**src/hdl/cmaec_pkg.sv**
```systemverilog
// Shared constants, types and codes of the centered moving average block.
package cmaec_pkg;

  localparam int WINDOW_SPAN = 10;
  localparam int HALF        = WINDOW_SPAN / 2;
  localparam int TAPS        = 2 * HALF + 1;

  localparam int SAMPLE_W = 16;
  localparam int SUM_W    = SAMPLE_W + $clog2(TAPS);
  localparam int SEEN_W   = $clog2(HALF + 2);
  localparam int FLUSH_W  = $clog2(HALF + 1);

  // Division by TAPS is a multiplication by a rounded-up reciprocal. The
  // error of the reciprocal times the largest sum stays below one unit of
  // the shifted product, so the quotient is exact for every sum.
  localparam int RECIP_SHIFT = SUM_W + $clog2(TAPS);
  localparam longint unsigned RECIP_VAL =
    ((64'd1 << RECIP_SHIFT) + TAPS - 1) / TAPS;
  localparam int PROD_W = SUM_W + RECIP_SHIFT;

  localparam int QUEUE_DEPTH = 4;
  localparam int QPTR_W      = $clog2(QUEUE_DEPTH);
  localparam int QCNT_W      = $clog2(QUEUE_DEPTH + 1);

  typedef enum logic {
    OP_PUSH,
    OP_PUSH_END
  } op_t;

  typedef struct packed {
    logic [SAMPLE_W-1:0] sample;
    op_t                 op;
  } entry_t;

  typedef struct packed {
    logic [SUM_W-1:0] sum;
    logic             final_flag;
  } emit_t;

endpackage

```
**src/hdl/cmaec_queue.sv**
```systemverilog
// Front part: accepts samples, classifies them and queues them for the window engine.
module cmaec_queue (
  input  logic                          clk,
  input  logic                          rst,
  input  logic                          in_valid,
  output logic                          in_ready,
  input  logic [cmaec_pkg::SAMPLE_W-1:0] sample,
  input  logic                          frame_end,
  output logic                          q_valid,
  input  logic                          q_ready,
  output cmaec_pkg::entry_t             q_entry
);

  cmaec_pkg::entry_t                q_mem [cmaec_pkg::QUEUE_DEPTH];
  logic [cmaec_pkg::QPTR_W-1:0]     wr_ptr;
  logic [cmaec_pkg::QPTR_W-1:0]     rd_ptr;
  logic [cmaec_pkg::QCNT_W-1:0]     count;
  logic                             wr_en;
  logic                             rd_en;
  cmaec_pkg::entry_t                new_entry;

  localparam logic [cmaec_pkg::QPTR_W-1:0] LAST_PTR =
    cmaec_pkg::QPTR_W'(cmaec_pkg::QUEUE_DEPTH - 1);
  localparam logic [cmaec_pkg::QCNT_W-1:0] FULL_CNT =
    cmaec_pkg::QCNT_W'(cmaec_pkg::QUEUE_DEPTH);

  assign in_ready = (count != FULL_CNT);
  assign q_valid  = (count != '0);
  assign wr_en    = in_valid && in_ready;
  assign rd_en    = q_valid && q_ready;
  assign q_entry  = q_mem[rd_ptr];

  always_comb begin
    new_entry.sample = sample;
    new_entry.op     = frame_end ? cmaec_pkg::OP_PUSH_END : cmaec_pkg::OP_PUSH;
  end

  always_ff @(posedge clk) begin
    if (wr_en) begin
      q_mem[wr_ptr] <= new_entry;
    end
  end

  always_ff @(posedge clk) begin
    if (rst) begin
      wr_ptr <= '0;
      rd_ptr <= '0;
      count  <= '0;
    end else begin
      if (wr_en) begin
        wr_ptr <= (wr_ptr == LAST_PTR) ? '0 : wr_ptr + 1'b1;
      end
      if (rd_en) begin
        rd_ptr <= (rd_ptr == LAST_PTR) ? '0 : rd_ptr + 1'b1;
      end
      if (wr_en && !rd_en) begin
        count <= count + 1'b1;
      end else if (rd_en && !wr_en) begin
        count <= count - 1'b1;
      end
    end
  end

  a_count_bound: assert property (@(posedge clk) disable iff (rst)
    count <= FULL_CNT)
    else $error("queue fill count beyond depth");

  a_no_write_full: assert property (@(posedge clk) disable iff (rst)
    (count == FULL_CNT) |=> (count == FULL_CNT) || ($past(rd_en)))
    else $error("queue grew while full");

endmodule

```
**src/hdl/cmaec_window.sv**
```systemverilog
// Back part: window shift line, running sum and frame-end flush sequencer.
module cmaec_window (
  input  logic              clk,
  input  logic              rst,
  input  logic              q_valid,
  output logic              q_ready,
  input  cmaec_pkg::entry_t q_entry,
  output logic              emit_valid,
  input  logic              emit_ready,
  output cmaec_pkg::emit_t  emit_data
);

  localparam logic [cmaec_pkg::SEEN_W-1:0] SEEN_FULL =
    cmaec_pkg::SEEN_W'(cmaec_pkg::HALF + 1);

  logic [cmaec_pkg::SAMPLE_W-1:0] win [cmaec_pkg::TAPS];
  logic [cmaec_pkg::SUM_W-1:0]    sum;
  logic [cmaec_pkg::SUM_W-1:0]    sum_next;
  logic [cmaec_pkg::SEEN_W-1:0]   seen;
  logic [cmaec_pkg::SEEN_W-1:0]   seen_inc;
  logic                           flushing;
  logic [cmaec_pkg::FLUSH_W-1:0]  flush_cnt;
  logic [cmaec_pkg::SAMPLE_W-1:0] flush_x;
  logic [cmaec_pkg::SAMPLE_W-1:0] cur_x;
  logic                           s1_ready;
  logic                           step;
  logic                           last_flush;
  logic                           emit;
  logic                           s1_valid;
  cmaec_pkg::emit_t               s1_data;

  assign s1_ready   = !s1_valid || emit_ready;
  assign step       = (flushing || q_valid) && s1_ready;
  assign q_ready    = s1_ready && !flushing;
  assign cur_x      = flushing ? flush_x : q_entry.sample;
  assign last_flush = flushing && (flush_cnt == cmaec_pkg::FLUSH_W'(1));
  assign seen_inc   = (seen < SEEN_FULL) ? seen + 1'b1 : seen;
  assign emit       = (seen_inc == SEEN_FULL);

  // The first sample of a frame stands in for every position before it.
  always_comb begin
    if (seen == '0) begin
      sum_next = cmaec_pkg::SUM_W'(cur_x) * cmaec_pkg::SUM_W'(cmaec_pkg::TAPS);
    end else begin
      sum_next = sum - cmaec_pkg::SUM_W'(win[0]) + cmaec_pkg::SUM_W'(cur_x);
    end
  end

  always_ff @(posedge clk) begin
    if (step) begin
      sum <= sum_next;
      for (int i = 0; i < cmaec_pkg::TAPS - 1; i++) begin
        if (seen == '0) begin
          win[i] <= cur_x;
        end else begin
          win[i] <= win[i + 1];
        end
      end
      win[cmaec_pkg::TAPS - 1] <= cur_x;
      if (!flushing) begin
        flush_x <= cur_x;
      end
    end
  end

  always_ff @(posedge clk) begin
    if (rst) begin
      seen      <= '0;
      flushing  <= 1'b0;
      flush_cnt <= '0;
    end else if (step) begin
      seen <= last_flush ? '0 : seen_inc;
      if (flushing) begin
        flush_cnt <= flush_cnt - 1'b1;
        if (last_flush) begin
          flushing <= 1'b0;
        end
      end else if (q_entry.op == cmaec_pkg::OP_PUSH_END) begin
        // The last sample is pushed HALF more times to clamp the far edge.
        flushing  <= 1'b1;
        flush_cnt <= cmaec_pkg::FLUSH_W'(cmaec_pkg::HALF);
      end
    end
  end

  always_ff @(posedge clk) begin
    if (rst) begin
      s1_valid <= 1'b0;
    end else if (s1_ready) begin
      s1_valid <= step && emit;
    end
  end

  always_ff @(posedge clk) begin
    if (s1_ready) begin
      s1_data.sum        <= sum_next;
      s1_data.final_flag <= last_flush;
    end
  end

  assign emit_valid = s1_valid;
  assign emit_data  = s1_data;

  a_seen_bound: assert property (@(posedge clk) disable iff (rst)
    seen <= SEEN_FULL)
    else $error("push count above saturation");

  a_flush_started: assert property (@(posedge clk) disable iff (rst)
    flushing |-> (seen != '0))
    else $error("flush running on an empty window");

  a_flush_ends_clean: assert property (@(posedge clk) disable iff (rst)
    (step && last_flush) |=> (seen == '0) && !flushing && s1_valid && s1_data.final_flag)
    else $error("frame end did not emit a marked result and restart");

  a_no_pop_in_flush: assert property (@(posedge clk) disable iff (rst)
    flushing |-> !q_ready)
    else $error("queue popped during flush");

endmodule

```
**src/hdl/cmaec_div.sv**
```systemverilog
// Division of the window sum by the tap count and the output register.
module cmaec_div (
  input  logic                           clk,
  input  logic                           rst,
  input  logic                           emit_valid,
  output logic                           emit_ready,
  input  cmaec_pkg::emit_t               emit_data,
  output logic                           out_valid,
  input  logic                           out_ready,
  output logic [cmaec_pkg::SAMPLE_W-1:0] average,
  output logic                           final_output
);

  localparam logic [cmaec_pkg::RECIP_SHIFT-1:0] RECIP =
    cmaec_pkg::RECIP_SHIFT'(cmaec_pkg::RECIP_VAL);

  logic [cmaec_pkg::PROD_W-1:0] prod;
  logic                         fin;

  assign emit_ready = !out_valid || out_ready;

  always_ff @(posedge clk) begin
    if (rst) begin
      out_valid <= 1'b0;
    end else if (emit_ready) begin
      out_valid <= emit_valid;
    end
  end

  always_ff @(posedge clk) begin
    if (emit_ready) begin
      prod <= cmaec_pkg::PROD_W'(emit_data.sum) * cmaec_pkg::PROD_W'(RECIP);
      fin  <= emit_data.final_flag;
    end
  end

  assign average      = prod[cmaec_pkg::RECIP_SHIFT +: cmaec_pkg::SAMPLE_W];
  assign final_output = fin;

endmodule

```
**src/hdl/centered_moving_average_edge_clamp_top.sv**
```systemverilog
// Top level of the 11-tap centered moving average with edge clamp.
// Samples are taken one per cycle while the four-entry input queue has room. Each
// ordinary sample makes one push into the window engine, and a sample marked frame_end
// is followed by HALF replays of itself to flush the frame, the running sum taking one
// clamped push per cycle while the output does not stall. The input queue keeps accepting
// during that flush until full. A result is registered twice after the window push that
// produces it: the push loads the sum register, then the reciprocal multiply loads the
// output register. Results lag the input stream by five samples; the last result of each
// frame carries final_output.
module centered_moving_average_edge_clamp_top (
  input  logic        clk,
  input  logic        rst,
  input  logic        in_valid,
  output logic        in_ready,
  input  logic [15:0] sample,
  input  logic        frame_end,
  output logic        out_valid,
  input  logic        out_ready,
  output logic [15:0] average,
  output logic        final_output
);

  logic              q_valid;
  logic              q_ready;
  cmaec_pkg::entry_t q_entry;
  logic              emit_valid;
  logic              emit_ready;
  cmaec_pkg::emit_t  emit_data;

  cmaec_queue u_queue (
    .clk       (clk),
    .rst       (rst),
    .in_valid  (in_valid),
    .in_ready  (in_ready),
    .sample    (sample),
    .frame_end (frame_end),
    .q_valid   (q_valid),
    .q_ready   (q_ready),
    .q_entry   (q_entry)
  );

  cmaec_window u_window (
    .clk        (clk),
    .rst        (rst),
    .q_valid    (q_valid),
    .q_ready    (q_ready),
    .q_entry    (q_entry),
    .emit_valid (emit_valid),
    .emit_ready (emit_ready),
    .emit_data  (emit_data)
  );

  cmaec_div u_div (
    .clk          (clk),
    .rst          (rst),
    .emit_valid   (emit_valid),
    .emit_ready   (emit_ready),
    .emit_data    (emit_data),
    .out_valid    (out_valid),
    .out_ready    (out_ready),
    .average      (average),
    .final_output (final_output)
  );

endmodule

```
**config.mk**
```make
export PLATFORM = sky130hd
export DESIGN_NAME = centered_moving_average_edge_clamp_top
export DESIGN_NICKNAME = d
export VERILOG_FILES = /design/src/hdl/cmaec_pkg.sv /design/src/hdl/cmaec_queue.sv /design/src/hdl/cmaec_window.sv /design/src/hdl/cmaec_div.sv /design/src/hdl/centered_moving_average_edge_clamp_top.sv
export SDC_FILE = /design/constraint.sdc
export NUM_CORES = 1
export LEC_CHECK = 0
export ABC_CLOCK_PERIOD_IN_PS = 11700
export BUFFER_PORTS_ARGS = -buffer_cell sky130_fd_sc_hd__buf_2
export CAP_MARGIN = 20
export CORE_MARGIN = 2
export CORE_UTILIZATION = 25
export CTS_BUF_LIST = sky130_fd_sc_hd__clkbuf_4 sky130_fd_sc_hd__clkbuf_8
export DETAILED_ROUTE_END_ITERATION = 6
export SYNTH_ARGS = -nofsm -noshare
export SYNTH_HDL_FRONTEND = slang
export SYNTH_SLANG_ARGS = --single-unit
```
**constraint.sdc**
```tcl
create_clock -name clk -period 11.7 [get_ports clk]
set_clock_uncertainty 0.05 [all_clocks]
set_input_delay 1.755 -clock clk [delete_from_list [all_inputs] [get_ports clk]]
set_output_delay 1.755 -clock clk [all_outputs]
set_load 0.005 [all_outputs]
```
# Word level (Yosys, flattened, before mapping)
# Memories as Yosys holds them, arrays and structs flattened. A register that Yosys moved wholly into a read port is not among the register bits.
# Index checks and enable logic that the tools add are counted.
totals:
  n_memories: 2
  regBits: 113
  ram_bits: 244
  out_inout_bits: 19
  word_cells: 101
  inputBits: 21
mem_list:
  columns: ["name", "depth", "word_bits", "rd", "rd_ports_with_merged_regs", "write_ports", "line", "source"]
  rows:
  - ["u_window.win", 11, 16, 11, 0, 11, "cmaec_window.sv:16", "logic [cmaec_pkg::SAMPLE_W-1:0] win [cmaec_pkg::TAPS];"]
  - ["u_queue.q_mem", 4, 17, 1, 1, 1, "cmaec_queue.sv:14", "cmaec_pkg::entry_t q_mem [cmaec_pkg::QUEUE_DEPTH];"]
classes:
  muxes: 36
  mul: 2
  bitwise: 11
  n_lt_le_gt_ge: 1
  reduce_logical: 22
  n_eq_ne: 5
  n_addsub: 8
op_table:
  columns: ["op", "count"]
  rows:
  - ["2-to-1 mux 16 bit", 11]
  - ["multiplier 20 x 20 -> 39 bit, second input constant", 1]
  - ["adder 20 x 16 -> 20 bit", 1]
  - ["multiplier 16 x 4 -> 20 bit, second input constant", 1]
  - ["2-to-1 mux 20 bit", 1]
  - ["subtractor 20 x 16 -> 20 bit", 1]
  - ["2-to-1 mux 3 bit", 6]
  - ["2-to-1 mux 1 bit", 14]
  - ["OR 1 bit", 10]
  - ["logical AND 1 bit", 8]
  - ["2-to-1 mux 2 bit", 4]
  - ["adder 3 x 1 -> 3 bit, second input constant", 2]
  - ["subtractor 3 x 1 -> 3 bit, second input constant", 2]
  - ["zero test 1 bit", 5]
  - ["adder 2 x 1 -> 2 bit, second input constant", 2]
  - ["== test 2 bit, second input constant", 2]
  - ["AND reduction 2 bit", 2]
  - ["nonzero test 2 bit", 2]
  - ["== test 3 x 1 -> 1 bit, second input constant", 1]
  - ["== test 3 bit, second input constant", 1]
  - ["zero test 3 bit", 1]
  - ["logical OR 1 bit", 3]
  - ["less-than comparator 3 bit, second input constant", 1]
  - ["!= test 3 bit, second input constant", 1]
  - ["other kinds (2)", 2]

# Longest topological paths before layout
depth:
  word_depth: 8
  mapped_depth: 21
  ltp_nobuf: 21

# Hierarchy
# Synthesis repeated with hierarchy kept, for this count alone.
unflattened:
  hier_cells: 1892
  hier_area_um2: 23311.1
modules_own_cells:
  columns: ["module", "cells_per_inst", "n_inst", "area_each_um2"]
  rows:
  - ["cmaec_window", 965, 1, 12304.3]
  - ["cmaec_div", 790, 1, 8076.5]
  - ["cmaec_queue", 137, 1, 2930.3]

# Least setup slack after synthesis
# Ideal clock, no wire load.
synth_timing:
  kind: "input to register"
  from: "input out_ready"
  to: "memory u_window.win[0][0] (netlist name), enable pin"
  n_path_buf: 0
  cell_stages: 4
  setup_slack_ps: 4945
  setup_time_ps: 534
  arrival_time_ps: 6170
  required_time_ps: 11116
  cell_sequence: "nor2b_1 and2_1 inv_1 o21a_1"
synth_rtl:
  columns: ["item", "line", "source"]
  rows:
  - ["start, declared", "centered_moving_average_edge_clamp_top.sv:18", "input logic out_ready,"]
  - ["end, declared", "cmaec_window.sv:16", null]

# Worst setup path in the final report
layout_timing:
  from: "register u_window.s1_data (netlist bit u_window.emit_data[13])"
  to: "register u_div.prod[38] (netlist name) (data pin)"
layout_via:
  elab_chain_len: 1
layout_rtl:
  columns: ["item", "line", "source"]
  rows:
  - ["start, declared", "cmaec_window.sv:30", "cmaec_pkg::emit_t s1_data;"]
  - ["multiplier 20 x 20 -> 39 bit", "cmaec_div.sv:32", "prod <= cmaec_pkg::PROD_W'(emit_data.sum) * cmaec_pkg::PROD_W'(RECIP);"]
  - ["end signal, assigned", "cmaec_div.sv:32", null]
  - ["end, declared", "cmaec_div.sv:17", "logic [cmaec_pkg::PROD_W-1:0] prod;"]
# No other way between the ends.
# A chain may end at the register's enable or synchronous reset.

==> flow_summary.ini <==
[run_status]
status = complete, no violations

[finish]
final_common_cell = inv_1
nFillCells = 9066
multi_input_area_um2 = 11120
regArea_um2 = 9910
utilization_pct = 28.32
finalNetCount = 2306
layout_common_cells = inv_1 (330), edfxtp_1 (318), ha_1 (281)
drive_above_1_share_pct = 8.413
area_growth_pct = 11.98

[worst_setup_path]
crit_path_start_kind = flip-flop
cp_slowest_cell = edfxtp_1
arrival_ns = 6.93
cp.required_ns = 12.05
cp_common_cell = fa_1
path_class = reg2reg
crit_fanout = 11
path_cells = fa_1, ha_1, fa_1, fa_1, fa_1, fa_1, inv_1, fa_1, inv_1, ha_1, and4_1, a41oi_1, o21a_1, o211ai_1, a21oi_2, o21ai_2, a211oi_2, o21ai_0, xor2_1
cp_slowest_stage_delay_ns = 0.80
critPathCaptureType = flip-flop

[clock_tree]
clockRootBuffer = clkbuf_8
clockBufferDepth = 3
tritoncts.num_buffers = 57
cts_tree = yes
path_clk_slew_ns = 0.06
clk_latency_ns = 0.66
postCtsHoldBufs = 0
htreeDepth = 2
cts_num_sinks = 336
cts_resized = 0
cts_post_setup_buffers_inserted = 0

[sta]
relSlewSlack_pct = 31.43
setup_tns_ns = 0
finalSetupViolations = 0
maxSlewViolCount = 0
finalHoldViolations = 0
worst_slack_ns = 5.116
rsz0062_at_grt = no
period_share_pct = 56.27
min_period_ns = 6.584
worstMarginPinSlew_ns = 1.029
fmax_ghz = 0.1519

[die]
io-pin-count = 40
core_um2 = 88650
rows = 109
dieArea_um2 = 92100
die_x_um = 303.5
initial_core_util_pct = 25.29
fp.dieH_um = 303.5

[synthesis]
syn-num-nets = 2237
ys_types = 53
netlist_area_um2 = 22420
avgSynthCellArea_um2 = 12.70
ys_warn_count = 0
synthTopCellsByArea = edfxtp_1 (43%), ha_1 (16%), fa_1 (15%), o21a_1 (5.6%), inv_1 (5.5%)
synth_edf_count = 318
yosysSeqAreaShare_pct = 44.20
synth_flop_cell = edfxtp_1
synth_largest_area_cell = edfxtp_1
synthArstFlopShare_pct = 0
synth_seq_cells = 336
yosysTopAreaCellShare_pct = 42.59
syn_inst = 1766

[placed_design]
place_ws_ns = 5.090
place.gp.congestion = 0.8250
io_buffers = 39
hpwl_um = 31400

[detailed_routing]
drc = 0
vias_per_cell = 4.260
vias = 12966
firstDrtPassIters = 5
antenna_left = 0
drt_first_iter_violations = 620
wirelength_um = 42260
wl_per_cell_um = 13.88

[global_route]
grt_pass1_wl_um = 70080
overflow = 0
grt_use_total_pct = 9.378
antenna_found_initial = 1
first_global_vias = 14171
grt_start_max_net_pins = 101

[worst_hold_path]
hold_path_class = reg2reg

[job]
max_cap_violations = 0
==> path summary, 6_finish.rpt <==
kind / startpoint / endpoint / slack, ns / cells past startpoint
worst min-delay path: u_window.emit_data[0] / u_div.final_output / 0.40 / 0
worst max-delay path: u_window.emit_data[13] / u_div.prod[38] / 5.12 / 19
worst max register to register: u_window.emit_data[13] / u_div.prod[38] / 5.12 / 19
worst min register to register: u_window.emit_data[0] / u_div.final_output / 0.40 / 0
==> cells by family (layout without fill, tap and decap cells) <==
kind of cell	Yosys count	after routing	share of synthesized area, %
adders and majority gates	450	450	30.77
buffers and inverters	368	480	6.267
DFF	336	336	44.20
AOI/OAI and AO/OA	331	331	10.12
and+or+nand+nor	191	191	3.979
xor gates and xnor gates	54	54	2.109
muxes	36	36	2.561
other	0	1	0
==> cell usage after synthesis (all sizes together), types with 3 or more instances <==
cell type	count
a211oi	10
a21o	24
a21oi	63
a311oi	3
a31oi	7
and2	4
and3	16
buf	18
clkbuf	19
dfxtp	18
edfxtp	318
fa	169
ha	281
inv	331
mux2i	18
mux4	17
nand2	59
nand2b	9
nand3	11
nand4	4
nor2	54
nor2b	8
nor3	14
o21a	167
o21ai	34
o21bai	4
o31ai	3
or3	5
xnor2	32
xor2	22
==> sequential cells by signal (all words and copies together), names as in the netlist, named ones only <==
signal               count
u_window.emit_data      21
u_div.prod              16
u_queue.count            3
u_queue.wr_ptr           2
u_div.out_valid          1
u_window.seen            3
u_div.final_output       1
u_window.sum            20
u_window.win           176
u_window.emit_valid      1
u_window.flushing        1
u_queue.q_mem           68
u_queue.rd_ptr           2
u_window.flush_x        16
u_window.flush_cnt       3
==> layer usage <==
layer	GRT usage (%)	vias to the layer above	part of all wire (%)
li1	-	6259	-
met1	11.91	6469	45
met2	16.08	176	49
met3	1.464	62	3.3
met4	3.466	0	2.4
met5	0	-	0
==> through the flow <==
stage          area, um2  std cells  hold slack (ns)
6_report           25110       3044           0.4019
5_1_grt            25110       3044           0.4156
4_1_cts            25080       3042           0.4142
3_5_place_dp       23980       2940           0.4004
3_3_place_gp       23970       2939           0.3996
2_1_floorplan      22420       1766           0.3503
==> area by class of cell <==
type                       instances  share of cell area, %
timing repair buffer              47                  1.096
clock inverter                    30                 0.7675
sequential                       336                  39.47
tap                             1165                  5.806
clock buffer                      72                  3.598
inverter                         331                  4.949
antenna                            1               0.009967
multi-input combinational       1062                  44.30
==> critical path: cells and delay by family (launching register included) <==
family / cells / cell delay, ns
compound gates: 7 / 1.40
simple gates: 1 / 0.20
buf+inv: 2 / 0.10
xor+xnor: 1 / 0.15
flops: 1 / 0.80
fa+ha+maj: 8 / 3.61
Power is not shown: default switching activity piles up to over one toggle a cycle in this logic, so the estimate is an artifact.
